==> config.mk <==
export PLATFORM = sky130hd
export DESIGN_NAME = dhss_front
export DESIGN_NICKNAME = d
export VERILOG_FILES = /design/src/rtl/dhss_pkg.sv /design/src/rtl/dhss_front.sv
export SDC_FILE = /design/constraint.sdc
export NUM_CORES = 1
export LEC_CHECK = 0
export ABC_AREA = 0
export ABC_CLOCK_PERIOD_IN_PS = 2220
export BUFFER_PORTS_ARGS = -buffer_cell sky130_fd_sc_hd__buf_2
export CAP_MARGIN = 0
export CORE_ASPECT_RATIO = 2
export CORE_UTILIZATION = 54
export CTS_CLUSTER_DIAMETER = 100
export DETAILED_ROUTE_END_ITERATION = 6
export PLACE_DENSITY_LB_ADDON = 0.08
export SLEW_MARGIN = 20
export SYNTH_ARGS = -nofsm -noshare
export SYNTH_HDL_FRONTEND = slang
export SYNTH_SLANG_ARGS = --single-unit
==> constraint.sdc <==
create_clock -name clk -period 2.22 [get_ports clk]
set_input_delay 0 -clock clk [delete_from_list [all_inputs] [get_ports clk]]
set_output_delay 0 -clock clk [all_outputs]
set_load 0.03 [all_outputs]
==> src/rtl/dhss_pkg.sv <==
// Shared types, constants and modular arithmetic helpers for the double hash substring search.
package dhss_pkg;

    // Default sizes, handed to the top level parameters
    localparam int MAX_PATTERN_DEF = 32;
    localparam int MAX_TEXT_DEF    = 65536;

    // Field and datapath widths
    localparam int LETTER_W    = 5;
    localparam int POS_W       = 16;
    localparam int HASH_W      = 30;
    localparam int PROD_W      = 35;
    localparam int IN_TDATA_W  = 8;
    localparam int IN_TUSER_W  = 2;
    localparam int OUT_TDATA_W = 24;

    // Input item queue between front and back
    localparam int Q_DEPTH = 4;
    localparam int Q_AW    = 2;

    // Hash constants
    localparam logic [HASH_W-1:0]   MOD_A   = 30'd1000000007;
    localparam logic [HASH_W-1:0]   MOD_B   = 30'd1000000033;
    localparam logic [LETTER_W-1:0] RADIX_A = 5'd26;
    localparam logic [LETTER_W-1:0] RADIX_B = 5'd27;
    localparam logic [POS_W-1:0]    POS_MAX = 16'hFFFF;

    // Item kinds, decided at the front
    typedef enum logic [1:0] {
        KIND_PAT_NEW,
        KIND_PAT_ADD,
        KIND_TXT_NEW,
        KIND_TXT_ADD
    } kind_t;

    // One queued item
    typedef struct packed {
        kind_t                kind;
        logic                 last;
        logic [LETTER_W-1:0]  letter;
    } cmd_t;

    // Fold table: largest multiple of the modulus not above idx * 2^27
    typedef logic [PROD_W-1:0] red_tbl_t [256];

    function automatic red_tbl_t build_red_tbl(input logic [HASH_W-1:0] modv);
        red_tbl_t    tbl;
        logic [63:0] base;
        logic [63:0] acc;
        logic [63:0] best;
        for (int i = 0; i < 256; i++)
        begin
            base = 64'(i) << 27;
            acc  = 64'd0;
            best = 64'd0;
            for (int k = 0; k < 40; k++)
            begin
                if (acc <= base)
                begin
                    best = acc;
                end
                acc = acc + 64'(modv);
            end
            tbl[i] = best[PROD_W-1:0];
        end
        return tbl;
    endfunction

    localparam red_tbl_t RED_TBL_A = build_red_tbl(MOD_A);
    localparam red_tbl_t RED_TBL_B = build_red_tbl(MOD_B);

    // Reduce a 35 bit product below the modulus; sel_b picks the second modulus
    function automatic logic [HASH_W-1:0] mod_fold(input logic [PROD_W-1:0] t,
                                                   input logic sel_b);
        logic [PROD_W-1:0] diff;
        logic [HASH_W:0]   r;
        logic [HASH_W:0]   m;
        m    = {1'b0, (sel_b ? MOD_B : MOD_A)};
        diff = t - (sel_b ? RED_TBL_B[t[PROD_W-1:27]] : RED_TBL_A[t[PROD_W-1:27]]);
        r    = diff[HASH_W:0];
        if (r >= m)
        begin
            r = r - m;
        end
        return r[HASH_W-1:0];
    endfunction

    // (x + y) mod p for x, y below p
    function automatic logic [HASH_W-1:0] mod_add(input logic [HASH_W-1:0] x,
                                                  input logic [HASH_W-1:0] y,
                                                  input logic sel_b);
        logic [HASH_W:0] s;
        logic [HASH_W:0] m;
        m = {1'b0, (sel_b ? MOD_B : MOD_A)};
        s = {1'b0, x} + {1'b0, y};
        if (s >= m)
        begin
            s = s - m;
        end
        return s[HASH_W-1:0];
    endfunction

    // (p - s) mod p for s below p
    function automatic logic [HASH_W-1:0] mod_neg(input logic [HASH_W-1:0] s,
                                                  input logic sel_b);
        logic [HASH_W-1:0] m;
        m = sel_b ? MOD_B : MOD_A;
        return (s == '0) ? '0 : (m - s);
    endfunction

    // (h * radix) mod p for h below p
    function automatic logic [HASH_W-1:0] mod_mul_radix(input logic [HASH_W-1:0] h,
                                                        input logic sel_b);
        logic [PROD_W-1:0] t;
        t = {5'd0, h} * PROD_W'(sel_b ? RADIX_B : RADIX_A);
        return mod_fold(t, sel_b);
    endfunction

endpackage

==> src/rtl/dhss_front.sv <==
// Front part: accepts input items, classifies them and queues them for the back part.
module dhss_front (
    input  logic                            clk,
    input  logic                            rst_n,
    input  logic                            s_axis_tvalid,
    output logic                            s_axis_tready,
    input  logic [dhss_pkg::IN_TDATA_W-1:0] s_axis_tdata,  // [4:0] letter, rest zero
    input  logic [dhss_pkg::IN_TUSER_W-1:0] s_axis_tuser,  // [0] opcode, [1] first
    input  logic                            s_axis_tlast,  // last
    output logic                            q_valid,
    output dhss_pkg::cmd_t                  q_cmd,
    input  logic                            q_pop
);
    import dhss_pkg::*;

    cmd_t            q_mem_reg [Q_DEPTH];
    logic [Q_AW-1:0] wr_ptr_reg;
    logic [Q_AW-1:0] wr_ptr_next;
    logic [Q_AW-1:0] rd_ptr_reg;
    logic [Q_AW-1:0] rd_ptr_next;
    logic [Q_AW:0]   cnt_reg;
    logic [Q_AW:0]   cnt_next;
    logic            push;
    logic            pop;
    cmd_t            cmd_in;
    logic            opcode;
    logic            first;

    // classify the incoming item
    assign opcode = s_axis_tuser[0];
    assign first  = s_axis_tuser[1];

    always_comb
    begin
        cmd_in.letter = s_axis_tdata[LETTER_W-1:0];
        cmd_in.last   = s_axis_tlast & opcode;
        if (opcode)
        begin
            cmd_in.kind = first ? KIND_TXT_NEW : KIND_TXT_ADD;
        end
        else
        begin
            cmd_in.kind = first ? KIND_PAT_NEW : KIND_PAT_ADD;
        end
    end

    // queue handshakes
    assign s_axis_tready = (cnt_reg != (Q_AW+1)'(Q_DEPTH));
    assign q_valid       = (cnt_reg != '0);
    assign q_cmd         = q_mem_reg[rd_ptr_reg];
    assign push          = s_axis_tvalid & s_axis_tready;
    assign pop           = q_pop & q_valid;

    // pointer and fill count
    always_comb
    begin
        wr_ptr_next = push ? wr_ptr_reg + 1'b1 : wr_ptr_reg;
        rd_ptr_next = pop ? rd_ptr_reg + 1'b1 : rd_ptr_reg;
        cnt_next    = cnt_reg;
        if (push && !pop)
        begin
            cnt_next = cnt_reg + 1'b1;
        end
        else if (pop && !push)
        begin
            cnt_next = cnt_reg - 1'b1;
        end
    end

    always_ff @(posedge clk or negedge rst_n)
    begin
        if (!rst_n)
        begin
            wr_ptr_reg <= '0;
            rd_ptr_reg <= '0;
            cnt_reg    <= '0;
        end
        else
        begin
            wr_ptr_reg <= wr_ptr_next;
            rd_ptr_reg <= rd_ptr_next;
            cnt_reg    <= cnt_next;
        end
    end

    // queue storage
    always_ff @(posedge clk)
    begin
        if (push)
        begin
            q_mem_reg[wr_ptr_reg] <= cmd_in;
        end
    end

endmodule

# == Yosys cells after proc, flatten, opt, wreduce, memory -nomap -nowiden ==
# Memories as Yosys holds them, arrays and structs flattened.
# Index checks and enable logic that the tools add are counted.
# totals
regBits,7
ram_bits,32
n_memories,1
# mem_list
memory,depth,width,rd,rd_clocked_by_memory_dff,wr,line,text
q_mem_reg,4,8,1,0,1,dhss_front.sv:16,cmd_t q_mem_reg [Q_DEPTH];
# classes
n_addsub,4
n_eq_ne,1
mux,7
bitwise_logic,3
reduce_logical,6
# ops
operator,n
two-way mux 3 bit,2
"adder 2 x 1 -> 2 bit, second input constant",2
two-way mux 1 bit,4
"adder 3 x 1 -> 3 bit, second input constant",1
bitwise AND 1 bit,3
"inequality test 3 bit, second input constant",1
nonzero test 3 bit,1
"subtractor 3 x 1 -> 3 bit, second input constant",1
logical AND 1 bit,2
zero test 1 bit,2
two-way mux 2 bit,1
nonzero test 2 bit,1

# == Longest topological paths before layout ==
# Gate-level depths: netlist (run 1).
# logic_depth
ltp_word,6
depth_mapped,8
ltp_nobuf,8

# == Worst setup path before layout (run 1) ==
# OpenSTA, ideal clock, no wires.
# synth_timing
path_type,register to register
from,register cnt_reg[0]
to,register cnt_reg[2]
t_arrival_ns,1.934
t_required_ns,2.141
slack_ns,0.206
stages_incl_launch_ff,9
path_buffers,0
synth_period_minus_slack_ns,2.014
cell_sequence,dfrtp_1 > or3_4 > nand2_4 > ha_1 > inv_1 > fa_1 > xor2_1 > nor2_1 > xor2_1
# synth_via
elab_chain_len,5
# synth_lines
item,line,text
from (decl),dhss_front.sv:21,logic [Q_AW:0] cnt_reg;
from (signal assigned),dhss_front.sv:82,cnt_reg <= cnt_next;
nonzero test 3 bit *,dhss_front.sv:49,assign q_valid = (cnt_reg != '0);
net q_valid,dhss_front.sv:10,"output logic q_valid,"
bitwise AND 1 bit *,dhss_front.sv:52,assign pop = q_pop & q_valid;
zero test 1 bit,dhss_front.sv:60,if (push && !pop)
logical AND 1 bit,dhss_front.sv:60,
two-way mux 3 bit / nonzero test 2 bit (equally long branches),--,
# The timed path passes the listed nets; every way through them passes the cells marked *. The select of a mux whose other input is x is not followed.
# A chain may end at the register's enable or synchronous reset.

# == Worst setup path after layout (run 1) ==
# layout_timing
from,register cnt_reg[0]
to,register cnt_reg[2]
# layout_via
elab_chain_len,5
# layout_lines
item
branches (longest 5 deep; another with subtractor 3 x 1 -> 3 bit)
# Several ways; the timed one is not identified. The select of a mux whose other input is x is not followed.

==> Flow_metrics.wiki, run 1 <==
{| class="wikitable"
! Metric !! Value
|-
| Outcome || completed
|-
| Post-layout net count || 135
|-
| Fraction of the mapped netlist area in adder cells || 0.0518
|-
| Library cell with the largest summed area after synthesis || edfxtp_1
|-
| Final-report hold violation count || 0
|-
| Final design utilization || 0.683
|-
| Post-Route Setup TNS || 0 ns
|-
| Main synth FF type || edfxtp_1
|-
| Die H || 78.8 um
|-
| Final Max Tran Viols || 0
|-
| Post-route DRC || 0
|-
| Crit share post-route || 0.924
|-
| Synth cell count leaders || edfxtp_1 (32), mux4_2 (8), dfrtp_1 (7)
|-
| Post-layout instance area || 0.00189 sq mm
|-
| Post-DP HPWL || 1.69 mm
|-
| Placer's final routability congestion estimate || 0.630
|-
| Capturing element type of the critical path || flip-flop
|-
| Worst-case clock buffer depth || 2
|-
| Post-CTS setup repair buffer count || 0
|-
| LEAKAGE || 0.717 nW
|-
| Clock slew at reported path FFs || 0.07 ns
|-
| Row cnt || 27
|-
| Path category of the worst min-delay check || in -> reg
|-
| Worst slew pin tran || 0.616 ns
|-
| Largest net degree at the start of global routing || 13
|-
| Number of antenna violations at the first check in global routing || 0
|-
| Count of warnings emitted by yosys || 0
|-
| CP Data Arrival Time || 2.26 ns
|-
| Worst Reg2Reg Path Length in Cells || 8
|-
| DRC violation total after the first TritonRoute iteration || 18
|-
| Synthesized net count || 100
|-
| Min Hold Slack || 0.0362 ns
|-
| Power Density || 1320 mW/mm^2
|-
| Synthesized area per cell || 20.2 sq um
|-
| Destination of the worst register-to-register timing path || cnt_reg[2]
|-
| Startpoint class of the critical path || flip-flop
|-
| Number of H-tree levels || 2
|-
| Simple logic cell fraction of the synthesized area || 0.0487
|-
| Syn-to-layout area delta || 18.7%
|-
| Largest fanout of any net on the critical path || 4
|-
| TritonCTS clock tree || built
|-
| Total grt overflow || 0
|-
| Total I/O pin count || 25
|-
| Setup slack on the worst flop-to-flop path || 0.17 ns
|-
| Die X || 40.4 um
|-
| Number of gates resized after cts || 0
|-
| Count of input and output buffers || 21
|-
| Largest clock skew in the final design || 0.00702 ns
|-
| Source of the worst hold timing path || s_axis_tuser[1]
|-
| Most area-consuming cells after synthesis || edfxtp_1 (60%), mux4_2 (11%), dfrtp_1 (11%)
|-
| Max VDD drop || 0.000906 V
|-
| Clock Latency Late Sink || 0.28 ns
|-
| Req. time, crit path || 2.43 ns
|-
| Portion of the post-synthesis area used by sequential elements || 0.713
|-
| Area of the die || 0.00319 sq mm
|-
| CTS Sinks || 39
|-
| Yosys reg bits || 39
|-
| Cells after Synth || 79
|-
| Routed length per placed instance || 17.1 um
|-
| Time the worst path needs with I/O delays and setup || 2.05 ns
|-
| Number of flops mapped to enable cells by yosys || 32
|-
| Compound-cell area share of the yosys netlist || 0.00706
|-
| Setup repair after global routing missed its margin || false
|-
| Fraction of registers with async set or reset after synthesis || 0.179
|-
| First-pass GRT wire length || 3.99 mm
|-
| Netlist cell types || 20
|-
| Antenna Diode Count || 0
|-
| Final Worst Setup Slack || 0.169 ns
|-
| Post-synthesis xor/xnor area fraction || 0.0330
|-
| Placed cell areas || 0.00173 sq mm
|-
| Cell area after synthesis || 0.00159 sq mm
|-
| Dominant combinational cell family by area after synthesis || multiplexers
|-
| Worst hold endpoint || q_mem_reg[0][6]
|-
| Detailed-routing iteration count for the pre-antenna-repair pass || 4
|-
| Most instantiated library cell after synthesis || edfxtp_1
|-
| Maximum achievable frequency || 488 MHz
|-
| Multiplexer fraction of the synthesized cell area || 0.130
|-
| Number of buffers added by the clock tree synthesis step || 5
|-
| Via density per instance || 5.44
|-
| Area of the core || 0.00277 sq mm
|-
| Post-Route WL || 2.46 mm
|-
| WHS Path Cells || 2
|-
| Top cell type's share of synthesized area || 0.603
|-
| Antenna Violating Nets Remaining || 0
|-
| Vias in the first global route || 903
|-
| Relative max-transition margin || 0.589
|-
| Total setup violations reported at the end of the flow || 0
|-
| Count of hold-fix buffers inserted at cts || 8
|-
| RR Startpoint || cnt_reg[0]
|-
| Setup WS pre-CTS || 0.188 ns
|-
| Clock root cell || clkbuf_8
|-
| Share of final-layout standard cells stronger than drive strength 1 || 0.374
|-
| Via Count || 784
|-
| Count of maximum capacitance violations || 0
|-
| Filler cells || 209
|-
| Starting utilization of the core area || 0.575
|-
| Critical setup path kind || reg -> reg
|-
| Flip-flop count of the largest register after layout || 32
|-
| Combined global-route utilization of all metal layers || 0.194
|}
==> area by class of cell <==
cell class / instances / area, sq um / area share
multi-input cells: 34 / 430 / 0.228
repair buffers: 30 / 193 / 0.102
inverters: 4 / 15.0 / 0.00794
clock inverters: 2 / 8.76 / 0.00463
flip-flops and latches: 39 / 1140 / 0.601
clock buffers: 6 / 72.6 / 0.0384
well taps: 29 / 36.3 / 0.0192
==> critical path: stages, from the launching register on <==
cell	delay [ns]
dfrtp_1	0.45
or3_4	0.43
nand2_4	0.09
ha_1	0.17
inv_1	0.06
fa_1	0.37
xor2_1	0.15
nor2_1	0.11
xor2_1	0.15
==> power breakdown <==
part,internal [mW],switching [mW],leakage (nW),total [mW]
logic,0.407,0.490,0.299,0.897
clock network,0.216,0.227,0.0426,0.443
registers,0.993,0.173,0.376,1.17
total,1.62,0.890,0.717,2.51
==> through the flow <==
step | instances | total power [mW]
2_1_floorplan | 79 | 1.86
3_3_place_gp | 128 | 2.06
3_5_place_dp | 128 | 2.09
4_1_cts | 144 | 2.54
5_1_grt | 144 | 2.66
6_report | 144 | 2.51
==> cells in the final DEF (no fill, tap or decap), drive strengths merged <==
cell,count
edfxtp,32
clkinv,2
nor2,2
mux4,8
nand3,1
mux2,2
a21boi,1
and2,5
inv,4
ha,5
xor2,2
fa,1
nand2,2
dfrtp,7
xnor2,4
clkbuf,6
or3,1
dlygate4sd3,8
buf,22
==> layer usage <==
layer	global-route usage	vias to the layer above	wire [um]
met5	0	-	0
met4	0.0900	0	52
met3	0.0503	7	63
met2	0.337	19	1390
met1	0.197	392	957
li1	-	366	-
==> cells by family after synthesis <==
group                    Yosys count
adder cells (fa/ha/maj)            6
multiplexers                      10
AO/OA/AOI/OAI                      1
flip-flops                        39
buffers and inverters              6
XOR/XNOR                           6
AND/OR/NAND/NOR                   11
==> how the worst max path moves through the flow <==
stage | from | end | slack (ns) | cells after the start
detailed placement | cnt_reg[0] | cnt_reg[2] | 0.19 | 8
finish | cnt_reg[0] | cnt_reg[2] | 0.17 | 8
CTS | cnt_reg[0] | cnt_reg[2] | 0.16 | 8
global route | cnt_reg[0] | cnt_reg[2] | 0.07 | 8
floorplan | cnt_reg[0] | cnt_reg[2] | 0.21 | 8
global placement | cnt_reg[0] | cnt_reg[2] | 0.18 | 8
Note: power is estimated with default switching activity, not from simulation.
==> run 2, diff against run 1 <==
- ABC_CLOCK_PERIOD_IN_PS: 2220 -> 2550
- CORE_UTILIZATION: 54 -> 55
- clock period: 2.22 -> 2.55 ns (I/O delays scaled with it)
==> Flow_metrics.wiki, run 2 (synthesized netlist as in run 1, its figures left out) <==
{| class="wikitable"
! Metric !! Value
|-
| Outcome || completed
|-
| Time the worst path needs with I/O delays and setup || 2.11 ns (+0.0555 ns)
|-
| Post-Route Setup TNS || 0 ns (unchanged)
|-
| Path category of the worst min-delay check || in -> reg
|-
| Antenna Violating Nets Remaining || 0 (unchanged)
|-
| Count of maximum capacitance violations || 0 (unchanged)
|-
| Final Max Tran Viols || 0 (unchanged)
|-
| Number of antenna violations at the first check in global routing || 0 (unchanged)
|-
| Req. time, crit path || 2.76 ns (+0.33 ns)
|-
| Filler cells || 171 (-18%)
|-
| Post-Route WL || 2.37 mm (-3.7%)
|-
| Total I/O pin count || 25 (unchanged)
|-
| Post-route DRC || 0 (unchanged)
|-
| Placer's final routability congestion estimate || 0.665 (+5.5%)
|-
| Leading cell type in the layout, fill and taps excluded || edfxtp_1
|-
| Clock slew at reported path FFs || 0.07 ns (about the same)
|-
| Die H || 78.1 um (-0.89%)
|-
| Setup repair after global routing missed its margin || false
|-
| Relative max-transition margin || 0.594 (+0.00446)
|-
| Post-layout net count || 134 (-0.74%)
|-
| Capturing element type of the critical path || flip-flop
|-
| Worst slew pin tran || 0.609 ns (-0.00668 ns)
|-
| Via density per instance || 5.43 (-0.20%)
|-
| LEAKAGE || 0.725 nW (+1.1%)
|-
| Number of H-tree levels || 2 (unchanged)
|-
| WHS Path Cells || 2 (unchanged)
|-
| Startpoint class of the critical path || flip-flop
|-
| RR Startpoint || cnt_reg[0]
|-
| Number of buffers added by the clock tree synthesis step || 5 (unchanged)
|-
| Largest clock skew in the final design || 0.00590 ns (-0.00112 ns)
|-
| Crit share post-route || 0.826 (-0.0978)
|-
| Final-report hold violation count || 0 (unchanged)
|-
| Post-CTS setup repair buffer count || 0 (unchanged)
|-
| Placed cell areas || 0.00172 sq mm (-0.43%)
|-
| Clock root cell || clkbuf_8
|-
| Worst path most repeated cell || xor2_1
|-
| Setup slack on the worst flop-to-flop path || 0.44 ns (+0.27 ns)
|-
| Detailed-routing iteration count for the pre-antenna-repair pass || 4 (unchanged)
|-
| Worst hold endpoint || q_mem_reg[0][6]
|-
| Flip-flop count of the largest register after layout || 32 (unchanged)
|-
| Destination of the worst register-to-register timing path || cnt_reg[2]
|-
| Worst-case clock buffer depth || 2 (unchanged)
|-
| Via Count || 777 (-0.89%)
|-
| Area of the core || 0.00274 sq mm (-1.2%)
|-
| Worst Reg2Reg Path Length in Cells || 8 (unchanged)
|-
| CTS Sinks || 39 (unchanged)
|-
| Area of the die || 0.00313 sq mm (-1.8%)
|-
| Syn-to-layout area delta || 19.9%
|-
| Routed length per placed instance || 16.6 um (-3.0%)
|-
| Source of the worst hold timing path || s_axis_tuser[1]
|-
| Library cell contributing the largest single delay on the critical path || dfrtp_1
|-
| Share of final-layout standard cells stronger than drive strength 1 || 0.377 (+0.00328)
|-
| Antenna Diode Count || 0 (unchanged)
|-
| Maximum achievable frequency || 475 MHz (-2.6%)
|-
| Total setup violations reported at the end of the flow || 0 (unchanged)
|-
| Post-DP HPWL || 1.69 mm (-0.14%)
|-
| Starting utilization of the core area || 0.583 (+0.00710)
|-
| Post-layout instance area || 0.00191 sq mm (+0.99%)
|-
| Critical setup path kind || reg -> reg
|-
| Total grt overflow || 0 (unchanged)
|-
| First-pass GRT wire length || 3.95 mm (-0.88%)
|-
| Max VDD drop || 0.000720 V (-21%)
|-
| Count of input and output buffers || 21 (unchanged)
|-
| Largest fanout of any net on the critical path || 4 (unchanged)
|-
| Die X || 40.1 um (-0.88%)
|-
| Combined global-route utilization of all metal layers || 0.197 (+0.00292)
|-
| CP Data Arrival Time || 2.31 ns (+0.05 ns)
|-
| Cells traversed along the worst timing path || or3_4 -> nand2_4 -> ha_1 -> inv_1 -> fa_1 -> xor2_1 -> nor2_1 -> xor2_1
|-
| Power Density || 1190 mW/mm^2 (-9.9%)
|-
| Row cnt || 27 (unchanged)
|-
| TritonCTS clock tree || built
|-
| Largest net degree at the start of global routing || 13 (unchanged)
|-
| Slowest Stage Delay on Critical Path || 0.45 ns (about the same)
|-
| DRC violation total after the first TritonRoute iteration || 15 (-3)
|-
| Most used cells in the layout excluding fill and tap cells || edfxtp_1 (32), buf_2 (21), mux4_2 (8), dlygate4sd3_1 (8), dfrtp_1 (7)
|-
| Clock Latency Late Sink || 0.29 ns (about the same)
|-
| Vias in the first global route || 834 (-7.6%)
|}
## run 2: changes by cell type in the layout (fill, tap and decap cells not counted), sizes merged
| cell | change |
|---|---|
| clkbuf | -1 |
| bufinv | +1 |
| buf | -1 |
## run 2: what timing repair did
item	4_1_cts	5_1_grt
hold buffers	8	0
endpoints found under the setup margin	0	0
endpoints found under the hold margin	32	0
resized for setup	0	0
## run 2: cell type report
class                      count  area, sq um  share of cell area
timing repair buffer          29          185              0.0969
sequential                    39         1140               0.595
clock buffer                   5         68.8              0.0360
clock inverter                 3         38.8              0.0203
inverter                       4         15.0             0.00786
multi-input combinational     34          430               0.225
tap                           29         36.3              0.0190
## run 2: power breakdown
group	switching (mW)	internal, mW	leakage [nW]
Sequential	0.148	0.864	0.376
Clock	0.204	0.286	0.0556
Combinational	0.427	0.351	0.294
Total	0.779	1.50	0.725
## run 2: per-stage QoR
stage	power [mW]	setup WS, ns	instances	util	hold slack, ns
floorplan	1.62	0.536	79	-	-0.296
global placement	1.78	0.489	127	0.630	-0.156
detailed placement	1.82	0.415	127	0.630	-0.154
CTS	2.32	0.391	143	0.698	0.0161
global route	2.42	0.285	143	0.698	0.0171
finish	2.28	0.444	143	0.698	0.0182
## run 2: metal layers
metal / vias up / part of all wire / track usage
li1: 368 / - / -
met1: 383 / 0.37 / 0.217
met2: 19 / 0.57 / 0.313
met3: 7 / 0.038 / 0.0678
met4: 0 / 0.027 / 0.103
met5: - / 0 / 0
## run 2: critical path: cells and delay by family, from the launching register on
kind | cells | cell delay [ns]
simple gates | 3 | 0.65
fa+ha+maj | 2 | 0.56
flops | 1 | 0.45
xor+xnor | 2 | 0.32
buf+inv | 1 | 0.06
## run 2: worst max-delay path by stage
stage	from	to	slack, ns
2_1_floorplan	cnt_reg[0]	cnt_reg[2]	0.54
3_3_place_gp	cnt_reg[0]	cnt_reg[2]	0.49
3_5_place_dp	cnt_reg[0]	cnt_reg[2]	0.42
4_1_cts	cnt_reg[0]	cnt_reg[2]	0.39
5_1_grt	cnt_reg[0]	cnt_reg[2]	0.29
6_report	cnt_reg[0]	cnt_reg[2]	0.44
